===== config.mk =====
export PLATFORM = sky130hd
export DESIGN_NAME = status_led_mode_controller_core_flat
export DESIGN_NICKNAME = d
export VERILOG_FILES = /design/src/rtl/slmc_pkg.sv /design/src/rtl/slmc_if.sv /design/src/rtl/slmc_in_stage.sv /design/src/rtl/slmc_engine.sv /design/src/rtl/status_led_mode_controller_core.sv /design/src/flat_wrapper.sv
export VERILOG_INCLUDE_DIRS = /design/src /design/src/rtl
export SDC_FILE = /design/constraint.sdc
export NUM_CORES = 1
export LEC_CHECK = 0
export BUFFER_PORTS_ARGS = -buffer_cell sky130_fd_sc_hd__buf_2
export CELL_PAD_IN_SITES_DETAIL_PLACEMENT = 0
export CELL_PAD_IN_SITES_GLOBAL_PLACEMENT = 2
export CORE_MARGIN = 3
export CORE_UTILIZATION = 38
export CTS_CLUSTER_SIZE = 40
export DETAILED_ROUTE_END_ITERATION = 6
export GPL_ROUTABILITY_DRIVEN = 1
export HOLD_SLACK_MARGIN = 0.12
export PLACE_DENSITY = 0.87
export SLEW_MARGIN = 25
export SYNTH_ARGS = -nofsm -noshare
export SYNTH_HDL_FRONTEND = slang
export SYNTH_SLANG_ARGS = --single-unit

===== constraint.sdc =====
create_clock -name clk -period 7.1 [get_ports clk]
set_clock_uncertainty 0.05 [all_clocks]
set_input_delay 1.065 -clock clk [delete_from_list [all_inputs] [get_ports clk]]
set_output_delay 1.065 -clock clk [all_outputs]
set_load 0.01 [all_outputs]

===== src/rtl/status_led_mode_controller_core_macros.svh =====
// Assertion macros used by the status LED controller RTL.
`ifndef STATUS_LED_MODE_CONTROLLER_CORE_MACROS_SVH
`define STATUS_LED_MODE_CONTROLLER_CORE_MACROS_SVH
`ifndef ASSERT_OFF
// Assert that a property holds on every clock edge outside reset.
`define SLMC_ASSERT(lbl, clk, rst_n, prop, msg) \
  lbl: assert property (@(posedge clk) disable iff (!rst_n) (prop)) else $error(msg);
// Assert that a condition implies a consequence in the same cycle.
`define SLMC_ASSERT_IMP(lbl, clk, rst_n, ante, cons, msg) \
  lbl: assert property (@(posedge clk) disable iff (!rst_n) (ante) |-> (cons)) else $error(msg);
// Assert that a condition implies a consequence in the next cycle.
`define SLMC_ASSERT_NXT(lbl, clk, rst_n, ante, cons, msg) \
  lbl: assert property (@(posedge clk) disable iff (!rst_n) (ante) |=> (cons)) else $error(msg);
`else
`define SLMC_ASSERT(lbl, clk, rst_n, prop, msg)
`define SLMC_ASSERT_IMP(lbl, clk, rst_n, ante, cons, msg)
`define SLMC_ASSERT_NXT(lbl, clk, rst_n, ante, cons, msg)
`endif
`endif


===== src/rtl/slmc_pkg.sv =====
// Types, codes and helper functions of the status LED controller.
`default_nettype none
package slmc_pkg;

  // Item opcodes.
  localparam logic OP_MODE = 1'b0;
  localparam logic OP_TICK = 1'b1;

  // Mode codes.
  localparam logic [2:0] MODE_OFF        = 3'd0;
  localparam logic [2:0] MODE_AP         = 3'd1;
  localparam logic [2:0] MODE_CONNECTING = 3'd2;
  localparam logic [2:0] MODE_CONNECTED  = 3'd3;
  localparam logic [2:0] MODE_LINK_OK    = 3'd4;
  localparam logic [2:0] MODE_OTA        = 3'd5;
  localparam logic [2:0] MODE_ERROR      = 3'd6;

  // Configuration register indexes.
  localparam logic [1:0] CFG_LED_PRESENT   = 2'd0;
  localparam logic [1:0] CFG_STEP_INTERVAL = 2'd1;
  localparam logic [1:0] CFG_HOLD_TIME     = 2'd2;

  // Configuration reset values.
  localparam logic        LED_PRESENT_RST   = 1'b1;
  localparam logic [7:0]  STEP_INTERVAL_RST = 8'd8;
  localparam logic [31:0] HOLD_TIME_RST     = 32'd120000;

  // Solid colors, red/green/blue.
  localparam logic [7:0] AP_R = 8'd8,   AP_G = 8'd0,   AP_B = 8'd8;
  localparam logic [7:0] LINK_R = 8'd12, LINK_G = 8'd10, LINK_B = 8'd0;
  localparam logic [7:0] OTA_R = 8'd0,  OTA_G = 8'd12, OTA_B = 8'd12;
  localparam logic [7:0] ERR_R = 8'd20, ERR_G = 8'd0,  ERR_B = 8'd0;

  // Pulse level offset.
  localparam logic [7:0] PULSE_BASE = 8'd3;

  typedef struct packed {
    logic        opcode;
    logic [2:0]  mode_request;
    logic [31:0] now_ms;
  } slmc_item_t;

  typedef struct packed {
    logic       color_valid;
    logic [7:0] red;
    logic [7:0] green;
    logic [7:0] blue;
  } slmc_result_t;

  // Triangle wave level: (tri / 10) + 3. The divide by ten is a multiply by
  // 205 / 2048, which is exact for every triangle value up to 254.
  function automatic logic [7:0] tri_level(input logic [7:0] ph);
    logic [7:0]  t;
    logic [15:0] prod;
    begin
      t    = ph[7] ? {~ph[6:0], 1'b0} : {ph[6:0], 1'b0};
      prod = 16'(t) * 16'd205;
      tri_level = 8'(prod[15:11]) + PULSE_BASE;
    end
  endfunction

endpackage
`default_nettype wire


===== src/rtl/slmc_if.sv =====
// Valid/ready channel interfaces for the input items and the result items.
`default_nettype none
interface slmc_in_if;
  logic        valid;
  logic        ready;
  logic        opcode;
  logic [2:0]  mode_request;
  logic [31:0] now_ms;

  modport source (output valid, output opcode, output mode_request, output now_ms,
                  input ready);
  modport sink   (input valid, input opcode, input mode_request, input now_ms,
                  output ready);
endinterface

interface slmc_out_if;
  logic       valid;
  logic       ready;
  logic       color_valid;
  logic [7:0] red;
  logic [7:0] green;
  logic [7:0] blue;

  modport source (output valid, output color_valid, output red, output green,
                  output blue, input ready);
  modport sink   (input valid, input color_valid, input red, input green,
                  input blue, output ready);
endinterface
`default_nettype wire


===== src/rtl/slmc_in_stage.sv =====
// Input register stage that captures one item per cycle while it is empty or its item moves on.
`default_nettype none
module slmc_in_stage
  import slmc_pkg::*;
(
  input  wire logic       clk,
  input  wire logic       rst_n,
  input  wire logic       in_valid,
  output logic            in_ready,
  input  wire slmc_item_t in_item,
  input  wire logic       take,
  output logic            item_valid,
  output slmc_item_t      item
);

  logic       valid_r;
  logic       valid_nxt;
  slmc_item_t item_r;

  // The stage takes a new item when empty or when its item moves on.
  assign in_ready  = !valid_r || take;
  assign valid_nxt = in_valid ? 1'b1 : (valid_r && !take);

  always_ff @(posedge clk) begin
    if (!rst_n) begin
      valid_r <= 1'b0;
    end else begin
      valid_r <= valid_nxt;
    end
  end

  // Payload has no reset.
  always_ff @(posedge clk) begin
    if (in_valid && in_ready) begin
      item_r <= in_item;
    end
  end

  assign item_valid = valid_r;
  assign item       = item_r;

endmodule
`default_nettype wire


===== src/rtl/slmc_engine.sv =====
// Mode state, configuration registers, color logic and result register.
`default_nettype none
`include "status_led_mode_controller_core_macros.svh"
module slmc_engine
  import slmc_pkg::*;
(
  input  wire logic         clk,
  input  wire logic         rst_n,
  input  wire logic         cfg_we,
  input  wire logic [1:0]   cfg_index,
  input  wire logic [31:0]  cfg_wdata,
  input  wire logic         item_valid,
  input  wire slmc_item_t   item,
  output logic              take,
  output logic              out_valid,
  input  wire logic         out_ready,
  output slmc_result_t      out_result
);

  // Configuration registers.
  logic        led_present_r;
  logic [7:0]  step_interval_r;
  logic [31:0] hold_time_r;

  // Mode state.
  logic [2:0]  mode_r, mode_nxt;
  logic [31:0] last_update_r, last_update_nxt;
  logic [31:0] enter_r, enter_nxt;
  logic [7:0]  phase_r, phase_nxt;
  logic        expired_r, expired_nxt;

  // Result register.
  logic         out_valid_r;
  slmc_result_t result_r, result_nxt;

  logic [31:0] dt;
  logic [31:0] held;
  logic [7:0]  phase_inc;
  logic [7:0]  level;
  logic        pulse_due;

  // An item moves into the result register when that register is free.
  assign take = item_valid && (!out_valid_r || out_ready);

  always_ff @(posedge clk) begin
    if (!rst_n) begin
      led_present_r   <= LED_PRESENT_RST;
      step_interval_r <= STEP_INTERVAL_RST;
      hold_time_r     <= HOLD_TIME_RST;
    end else if (cfg_we) begin
      case (cfg_index)
        CFG_LED_PRESENT:   led_present_r   <= cfg_wdata[0];
        CFG_STEP_INTERVAL: step_interval_r <= cfg_wdata[7:0];
        CFG_HOLD_TIME:     hold_time_r     <= cfg_wdata;
        default: ;
      endcase
    end
  end

  // Shared arithmetic for the tick path.
  assign dt        = item.now_ms - last_update_r;
  assign held      = item.now_ms - enter_r;
  assign phase_inc = phase_r + 8'd1;
  assign level     = tri_level(phase_inc);
  assign pulse_due = dt > 32'(step_interval_r);

  // Next state and result for the item in the input register.
  always_comb begin
    mode_nxt        = mode_r;
    last_update_nxt = last_update_r;
    enter_nxt       = enter_r;
    phase_nxt       = phase_r;
    expired_nxt     = expired_r;
    result_nxt      = '0;
    if (item.opcode == OP_MODE) begin
      if (item.mode_request <= MODE_ERROR) begin
        if (item.mode_request == MODE_CONNECTING || item.mode_request == MODE_AP) begin
          expired_nxt = 1'b0;
        end
        if (!(item.mode_request == MODE_LINK_OK && expired_r) &&
            item.mode_request != mode_r) begin
          mode_nxt        = item.mode_request;
          last_update_nxt = '0;
          enter_nxt       = item.now_ms;
          phase_nxt       = '0;
        end
      end
    end else if (led_present_r) begin
      case (mode_r)
        MODE_OFF: begin
          result_nxt      = '{1'b1, 8'd0, 8'd0, 8'd0};
          last_update_nxt = item.now_ms;
        end
        MODE_AP: begin
          result_nxt      = '{1'b1, AP_R, AP_G, AP_B};
          last_update_nxt = item.now_ms;
        end
        MODE_CONNECTING: begin
          if (pulse_due) begin
            phase_nxt       = phase_inc;
            result_nxt      = '{1'b1, 8'd0, 8'd0, level};
            last_update_nxt = item.now_ms;
          end
        end
        MODE_CONNECTED: begin
          if (pulse_due) begin
            phase_nxt       = phase_inc;
            result_nxt      = '{1'b1, 8'd0, level, 8'd0};
            last_update_nxt = item.now_ms;
          end
        end
        MODE_LINK_OK: begin
          if (held > hold_time_r) begin
            expired_nxt = 1'b1;
            mode_nxt    = MODE_OFF;
            result_nxt  = '{1'b1, 8'd0, 8'd0, 8'd0};
          end else begin
            result_nxt  = '{1'b1, LINK_R, LINK_G, LINK_B};
          end
          last_update_nxt = item.now_ms;
        end
        MODE_OTA: begin
          result_nxt      = '{1'b1, OTA_R, OTA_G, OTA_B};
          last_update_nxt = item.now_ms;
        end
        MODE_ERROR: begin
          result_nxt      = '{1'b1, ERR_R, ERR_G, ERR_B};
          last_update_nxt = item.now_ms;
        end
        default: ;
      endcase
    end
  end

  // State advances with each item that reaches the result register.
  always_ff @(posedge clk) begin
    if (!rst_n) begin
      mode_r        <= MODE_OFF;
      last_update_r <= '0;
      enter_r       <= '0;
      phase_r       <= '0;
      expired_r     <= 1'b0;
    end else if (take) begin
      mode_r        <= mode_nxt;
      last_update_r <= last_update_nxt;
      enter_r       <= enter_nxt;
      phase_r       <= phase_nxt;
      expired_r     <= expired_nxt;
    end
  end

  always_ff @(posedge clk) begin
    if (!rst_n) begin
      out_valid_r <= 1'b0;
    end else if (take) begin
      out_valid_r <= 1'b1;
    end else if (out_ready) begin
      out_valid_r <= 1'b0;
    end
  end

  always_ff @(posedge clk) begin
    if (take) begin
      result_r <= result_nxt;
    end
  end

  assign out_valid  = out_valid_r;
  assign out_result = result_r;

  // A result without a color carries black.
  `SLMC_ASSERT_IMP(a_black_when_idle, clk, rst_n, out_valid_r && !result_r.color_valid, result_r.red == 8'd0 && result_r.green == 8'd0 && result_r.blue == 8'd0, "undriven result is not black")
  // Once the hold window has expired, link-ok cannot be the current mode.
  `SLMC_ASSERT(a_expired_not_link, clk, rst_n, !(expired_r && mode_r == MODE_LINK_OK), "link-ok active after expiry")
  // The pulse phase moves only in the two pulse modes.
  `SLMC_ASSERT_IMP(a_phase_in_pulse, clk, rst_n, phase_r != 8'd0, mode_r == MODE_CONNECTING || mode_r == MODE_CONNECTED, "pulse phase set outside a pulse mode")
  // Every item taken shows up as a pending result.
  `SLMC_ASSERT_NXT(a_take_loads, clk, rst_n, take, out_valid_r, "taken item produced no result")

endmodule
`default_nettype wire


===== src/rtl/status_led_mode_controller_core.sv =====
// Top level of the status LED mode controller.
//
//   Channel  Dir  Handshake       Payload
//   in_ch    in   valid/ready     opcode, mode_request, now_ms
//   out_ch   out  valid/ready     color_valid, red, green, blue
//   cfg      in   cfg_we          cfg_index, cfg_wdata
//
// Every item gives one result: it waits in the input register, then the mode
// and color logic loads the result register. One item per cycle is sustained
// while the receiver is ready; the mode state updates as each result loads.
// Reset is synchronous, active low, and restores mode off and the register
// defaults. A stalled result holds the result register, and the input register
// keeps accepting until it is full.
`default_nettype none
module status_led_mode_controller_core
  import slmc_pkg::*;
(
  input  wire logic        clk,
  input  wire logic        rst_n,
  slmc_in_if.sink          in_ch,
  slmc_out_if.source       out_ch,
  input  wire logic        cfg_we,
  input  wire logic [1:0]  cfg_index,
  input  wire logic [31:0] cfg_wdata
);

  slmc_item_t   in_item;
  slmc_item_t   stage_item;
  slmc_result_t result;
  logic         stage_valid;
  logic         take;
  logic         in_ready;
  logic         out_valid;

  // Gather the input payload.
  assign in_item.opcode       = in_ch.opcode;
  assign in_item.mode_request = in_ch.mode_request;
  assign in_item.now_ms       = in_ch.now_ms;
  assign in_ch.ready          = in_ready;

  slmc_in_stage u_in_stage (
    .clk        (clk),
    .rst_n      (rst_n),
    .in_valid   (in_ch.valid),
    .in_ready   (in_ready),
    .in_item    (in_item),
    .take       (take),
    .item_valid (stage_valid),
    .item       (stage_item)
  );

  slmc_engine u_engine (
    .clk        (clk),
    .rst_n      (rst_n),
    .cfg_we     (cfg_we),
    .cfg_index  (cfg_index),
    .cfg_wdata  (cfg_wdata),
    .item_valid (stage_valid),
    .item       (stage_item),
    .take       (take),
    .out_valid  (out_valid),
    .out_ready  (out_ch.ready),
    .out_result (result)
  );

  // Drive the result channel.
  assign out_ch.valid       = out_valid;
  assign out_ch.color_valid = result.color_valid;
  assign out_ch.red         = result.red;
  assign out_ch.green       = result.green;
  assign out_ch.blue        = result.blue;

endmodule
`default_nettype wire


===== src/flat_wrapper.sv =====
// flat-port wrapper written by rule: the top's interface ports become plain ports
module status_led_mode_controller_core_flat import slmc_pkg::*;
  (clk, rst_n, cfg_we, cfg_index, cfg_wdata, in_ch_valid, in_ch_opcode, in_ch_mode_request, in_ch_now_ms, in_ch_ready, out_ch_valid, out_ch_color_valid, out_ch_red, out_ch_green, out_ch_blue, out_ch_ready);
  slmc_in_if in_ch_i ();
  slmc_out_if out_ch_i ();
  input  wire logic clk;
  input  wire logic rst_n;
  input  wire logic cfg_we;
  input  wire logic [1:0] cfg_index;
  input  wire logic [31:0] cfg_wdata;
  input wire logic [$bits(in_ch_i.valid)-1:0] in_ch_valid;
  input wire logic [$bits(in_ch_i.opcode)-1:0] in_ch_opcode;
  input wire logic [$bits(in_ch_i.mode_request)-1:0] in_ch_mode_request;
  input wire logic [$bits(in_ch_i.now_ms)-1:0] in_ch_now_ms;
  output wire logic [$bits(in_ch_i.ready)-1:0] in_ch_ready;
  output wire logic [$bits(out_ch_i.valid)-1:0] out_ch_valid;
  output wire logic [$bits(out_ch_i.color_valid)-1:0] out_ch_color_valid;
  output wire logic [$bits(out_ch_i.red)-1:0] out_ch_red;
  output wire logic [$bits(out_ch_i.green)-1:0] out_ch_green;
  output wire logic [$bits(out_ch_i.blue)-1:0] out_ch_blue;
  input wire logic [$bits(out_ch_i.ready)-1:0] out_ch_ready;
  assign in_ch_i.valid = in_ch_valid;
  assign in_ch_i.opcode = in_ch_opcode;
  assign in_ch_i.mode_request = in_ch_mode_request;
  assign in_ch_i.now_ms = in_ch_now_ms;
  assign in_ch_ready = in_ch_i.ready;
  assign out_ch_valid = out_ch_i.valid;
  assign out_ch_color_valid = out_ch_i.color_valid;
  assign out_ch_red = out_ch_i.red;
  assign out_ch_green = out_ch_i.green;
  assign out_ch_blue = out_ch_i.blue;
  assign out_ch_i.ready = out_ch_ready;
  status_led_mode_controller_core u_core (.clk(clk), .rst_n(rst_n), .in_ch(in_ch_i), .out_ch(out_ch_i), .cfg_we(cfg_we), .cfg_index(cfg_index), .cfg_wdata(cfg_wdata));
endmodule

; ---- After elaboration in Yosys (flattened, before gate mapping)
; Index checks and enable logic that the tools add are counted.
; W data, S select, Z words.
[totals]
word_cells = 107
in_bits = 75
out_inout_bits = 27
reg_bits = 180
[op_classes]
reduce_logical = 29
addsub = 4
eq_ne = 19
n_mux = 32
multipliers = 1
n_bitwise = 2
magnitude_cmp = 3
[ops]
columns = operator, n
row1 = $pmux W25 S7, 1
row2 = $mux W32, 5
row3 = $pmux W32 S2, 1
row4 = $sub A32 B32 Y32, 2
row5 = $mux W8, 7
row6 = $mux W25, 2
row7 = $gt A32 B32 Y1, 1
row8 = $gt A32 B8 Y1, 1
row9 = $reduce_and A6 Y1, 4
row10 = $mux W20, 1
row11 = $mux W3, 6
row12 = $mul A8 B8 Y16 const B, 1
row13 = $eq A3 B3 Y1 const B, 4
row14 = $ne A2 B2 Y1 const B, 5
row15 = $eq A3 B2 Y1 const B, 3
row16 = $mux W1, 9
row17 = $add A8 B1 Y8 const B, 1
row18 = $reduce_and A2 Y1, 4
row19 = $reduce_bool A2 Y1, 4
row20 = $not A7 Y7, 1
row21 = $add A5 B2 Y6 const B, 1
row22 = $eq A3 B1 Y1 const B, 2
row23 = $ne A3 B3 Y1 const B, 2
row24 = $logic_and A1 B1 Y1, 5
row25 = 12 further kinds, 17

; ---- Logic depth before layout (Yosys ltp)
[depth]
ltp_word = 7
ltp_mapped = 24
depth_no_buf = 24

; ---- Cells and area by module
; From an unflattened synthesis, not the netlist that was laid out.
[unflattened]
cells_unflattened = 1482
hier_area_um2 = 12826.1
[modules_own_cells]
columns = module, cells_per_inst, area_each_um2, n_inst, seq_area_each_um2
row1 = slmc_engine, 1441, 11687.5, 1, 2842.7
row2 = slmc_in_stage, 41, 1138.6, 1, 1101.1

; ---- Worst setup path after synthesis
; OpenSTA, ideal clock, no wires.
[synth_timing]
kind = register to register
start = reg u_core.u_engine.phase_r[2]
end = reg u_core.u_engine.result_r, in the netlist u_core.u_engine.out_result[12] (data pin)
path_slack_ps = 1305
path_stages_with_launch = 23
n_path_buf = 1
synth_period_minus_slack_ps = 5795
setup_ps = 260
t_required_ps = 6790
arrival_ps = 5486
path_cell_list = dfxtp_1 -> clkbuf_1 -> and3_1 -> and3_1 -> xnor2_1 -> xor2_1 -> ha_1 -> ha_1 -> inv_1 -> fa_1 -> fa_1 -> inv_1 -> ha_1 -> a211o_1 -> a21oi_1 -> o21a_1 -> o21ai_1 -> and2_1 -> a211oi_1 -> a21oi_1 -> o221ai_1 -> xor2_1 -> nor3_1
[synth_via]
elab_chain_len = 7
[synth_rtl]
columns = item, line
row1 = start: declaration, slmc_engine.sv:29  ; logic [7:0] phase_r, phase_nxt;
row2 = start signal: assignment, slmc_engine.sv:147  ; phase_r <= phase_nxt;
row3 = $add A8 B1 Y8 (*), slmc_engine.sv:63  ; assign phase_inc = phase_r + 8'd1;
row4 = $not A7 Y7, slmc_pkg.sv:56  ; t = ph[7] ? {~ph[6:0], 1'b0} : {ph[6:0], 1'b0};
row5 = $mux W8 (*), slmc_pkg.sv:56
row6 = $mul A8 B8 Y16 (*), slmc_pkg.sv:57  ; prod = 16'(t) * 16'd205;
row7 = $add A5 B2 Y6 (*), slmc_pkg.sv:58  ; tri_level = 8'(prod[15:11]) + PULSE_BASE;
row8 = $mux W25 (*), slmc_engine.sv:106  ; if (pulse_due) begin
row9 = $pmux W25 S7 (*), slmc_engine.sv:89  ; case (mode_r)
row10 = end signal: assignment, slmc_engine.sv:164  ; result_r <= result_nxt;
row11 = end: declaration, slmc_engine.sv:34  ; slmc_result_t result_r, result_nxt;
; Mark *: on every way between the ends. The rest lies on a longest branch, timed or not.
; A chain may end at the register's enable or synchronous reset.

; ---- Final worst setup path
[layout_timing]
start = reg u_core.u_engine.phase_r[0]
end = reg u_core.u_engine.result_r, in the netlist u_core.u_engine.out_result[12] (data pin)
; Same word-level chain as after synthesis.

==> out/metrics.yaml <==
sta:
  rsz0062_at_grt: "no"
  holdWs_ps: 406
  drv_slew: 0
  setup_tns_ps: 0
  fmax_ghz: 0.166
  max-slew-margin-rel_pct: 32.8
  finalHoldViolCount: 0
  period_share_pct: 85.0
  min_period_ps: 6040
  tightest_slew_ps: 1010
  finalSetupViolations: 0
synth:
  synth_edf_count: 52
  ys_ff_latch: 171
  synthSimpleGateAreaFrac_pct: 16.3
  avgSynthCellArea_um2: 8.62
  yosys.area_share.adder_pct: 15.7
  syn_inst: 1442
  synth_top_family_by_area: "compound AO/OA/AOI/OAI gates"
  synth.area.mux_share_pct: 6.12
  ys_types: 73
  synth_compound_area_share_pct: 17.3
  synthDominantCellAreaShare_pct: 19.2
  ys.flop_type: "dfxtp_1"
  yosys_warnings: 0
  yosysTopAreaCell: "dfxtp_1"
  async_reset_ff_share_pct: 0
  synthXorXnorAreaFrac_pct: 5.36
  netlist_area_um2: 12400
  synth_area_leaders: "dfxtp_1, ha_1, edfxtp_1, mux2i_1, nand2_1"
  seq_area_frac_synth_pct: 31.7
clock_network:
  htreeDepth: 4
  hold_buffers: 0
  cts_buffer_depth: 2
  cts_tree: "done"
  clkTransAtPathRegs_ps: 80
  clockRootBuffer: "clkbuf_16"
  cts.sinks: 171
  cts_setup_buffers: 0
  clk_latency_ps: 450
  cts_buffers: 17
  cts_resized: 0
setup_path:
  slowest_stage: "a211oi_1"
  required_ps: 7220
  reg2reg_from: "u_core.u_engine.phase_r[0]"
  cp-end-kind: "flop"
  cp-start-kind: "flop"
  crit_family: "adder cells"
  reg2reg_depth: 22
  reg2reg_slack_ps: 1060
  cp_max_fo: 10
  startpoint: "u_core.u_engine.phase_r[0]"
  reg2reg_to: "u_core.u_engine.out_result[12]"
  critical_path_class: "flop to flop"
  path_cells: "and3_1, and3_1, xnor2_1, buf_4, xor2_1, ha_1, ha_1, inv_1, fa_1, fa_1, inv_1, ha_1, a211o_1, a21oi_1, o21a_1, o21ai_1, and2_1, a211oi_1, a21oi_1, o221ai_1, xor2_1, nor3_1"
  path_buf_inv: 3
  critPathMostFrequentCell: "ha_1"
  cp_num_cells: 22
  critical_path_arrival_ps: 6160
  slowest_delay_ps: 570
  cp-endpoint: "u_core.u_engine.out_result[12]"
power_and_ir_drop:
  power_leakage_nw: 5.57
  p_per_area_nw_per_um2: 185
  ir_drop_mv: 0.172
worst_hold_path:
  hold_path_class: "flop to flop"
global_route:
  grt_max_degree: 71
  overflow: 0
  grt_antenna_before_repair: 0
  grt_usage_pct: 17.9
  grt_pass1_wl_mm: 51.0
  grt_pass1_vias: 9985
route:
  viasPerCell: 5.16
  dr.pass1.iters: 5
  drcViolationCount: 0
  drtAntennaViolNets: 0
  wl_mm: 31.1
  wire_per_inst_um: 16.0
  vias: 10100
  drt_iter0_markers: 480
placement:
  port_buffers: 92
  gp_congestion: 0.880
  dp_hpwl_mm: 24.0
  place_inst: 1917
final_layout:
  final_cells: 1950
  num-fill-cells: 3253
  antenna_cells: 0
  drive_above_1_share_pct: 10.4
  final_nets: 1728
  area_growth_pct: 11.1
floorplan:
  fp.dieW_um: 187
  fp.dieH_um: 187
  io_pins: 102
  fp-row-count: 65
  core_region_area_um2: 31900
  die_area_um2: 34900
  start_util_pct: 39.0
run:
  cap_violations: 0
run_status:
  status: "finished, final reports clean"
## flip-flops by register name, indices dropped and copies added, names as in the netlist
signal / flops
u_core.u_engine.led_present_r: 1
u_core.u_engine.expired_r: 1
u_core.u_engine.hold_time_r: 32
u_core.u_in_stage.item_valid: 1
u_core.u_engine.mode_r: 3
u_core.u_engine.out_result: 16
u_core.u_engine.out_valid: 1
u_core.u_engine.phase_r: 8
u_core.u_in_stage.item: 36
u_core.u_engine.last_update_r: 32
u_core.u_engine.enter_r: 32
u_core.u_engine.step_interval_r: 8
## logic make-up after synthesis
group | count (synthesis)
buffers and inverters | 220
xor gates and xnor gates | 76
muxes | 76
other | 1
adders and majority gates | 151
AOI/OAI and AO/OA | 321
and+or+nand+nor | 426
DFF | 171
## synth_stat cells, types with 8 or more instances
| library cell | number |
|---|---|
| nand2_1 | 153 |
| inv_1 | 150 |
| ha_1 | 142 |
| dfxtp_1 | 119 |
| a21oi_1 | 99 |
| nor2_1 | 84 |
| mux2i_1 | 76 |
| nand3_1 | 57 |
| edfxtp_1 | 52 |
| clkbuf_1 | 49 |
| xnor2_1 | 48 |
| o21ai_0 | 46 |
| a21o_1 | 37 |
| xor2_1 | 28 |
| nand4_1 | 21 |
| a31oi_1 | 19 |
| o211ai_1 | 19 |
| nor3_1 | 18 |
| nand2b_1 | 16 |
| nor2b_1 | 16 |
| and3_1 | 14 |
| o21a_1 | 14 |
| and2_1 | 12 |
| buf_4 | 11 |
| fa_1 | 9 |
| o31ai_1 | 9 |
| a211oi_1 | 8 |
## per-stage QoR
step | total power (W) | util, % | instance area, µm² | setup WS [ps]
6_report | 0.00256 | 43.3 | 13800 | 1060
4_1_cts | 0.00259 | 43.2 | 13800 | 1050
3_5_place_dp | 0.00160 | 41.4 | 13200 | 1090
5_1_grt | 0.00269 | 43.3 | 13800 | 558
3_3_place_gp | 0.00160 | 41.4 | 13200 | 1210
2_1_floorplan | 0.00147 | - | 12500 | 1300
## routing by layer
layer  GRT usage [%]  vias up  share of wire, %
li1                -     5172                 -
met5               0        -                 0
met4            3.69        0               1.1
met3            2.74       24               2.7
met2            31.8      147                49
met1            23.0     4721                47
## final cells by class
class / instances / area [µm²] / area share, %
inverters: 151 / 567 / 4.11
multi-input cells: 1059 / 7610 / 55.1
flip-flops and latches: 171 / 3940 / 28.6
clock buffers: 18 / 429 / 3.11
repair buffers: 102 / 543 / 3.93
clock inverters: 14 / 170 / 1.23
well taps: 435 / 544 / 3.94
## worst min-delay path: cells and delay by family, from the launching register on
family	cells	cell delay, ps
simple gates	1	50
compound gates	1	50
flops	1	310
## worst min-delay path by stage
stage               slack (ps)                               from  depth (start not counted)                                end
floorplan                  380  u_core.u_engine.last_update_r[10]                          2  u_core.u_engine.last_update_r[10]
global placement           390  u_core.u_engine.last_update_r[12]                          2  u_core.u_engine.last_update_r[12]
detailed placement         400    u_core.u_engine.hold_time_r[31]                          2    u_core.u_engine.hold_time_r[31]
CTS                        410    u_core.u_engine.hold_time_r[31]                          2    u_core.u_engine.hold_time_r[31]
global route               420  u_core.u_engine.last_update_r[17]                          2  u_core.u_engine.last_update_r[17]
finish                     410    u_core.u_engine.hold_time_r[24]                          2    u_core.u_engine.hold_time_r[24]
## power by group
part	switching (W)	total [W]	internal [W]	leakage, nW
Clock	0.000469	0.000976	0.000507	0.292
Sequential	0.0000321	0.00107	0.00104	1.47
Combinational	0.000294	0.000507	0.000213	3.80
## placed cells by master, fill, tap and decap left out, types with 6 or more instances in the layout
cell type	netlist	final
nand2_1	153	153
inv_1	150	150
ha_1	142	142
dfxtp_1	119	119
a21oi_1	99	99
buf_2	3	92
nor2_1	84	84
mux2i_1	76	76
nand3_1	57	57
edfxtp_1	52	52
xnor2_1	48	48
o21ai_0	46	46
a21o_1	37	37
xor2_1	28	28
nand4_1	21	21
a31oi_1	19	19
o211ai_1	19	19
nor3_1	18	18
clkbuf_16	0	17
nand2b_1	16	16
nor2b_1	16	15
o21a_1	14	14
and3_1	14	14
and2_1	12	10
o31ai_1	9	9
fa_1	9	9
conb_1	1	9
buf_4	11	9
a211oi_1	8	8
or3_1	7	7
o21bai_1	7	7
a21boi_0	6	6
nand3b_1	6	6
o211a_1	6	6
Note: power is estimated with default switching activity, not from simulation.
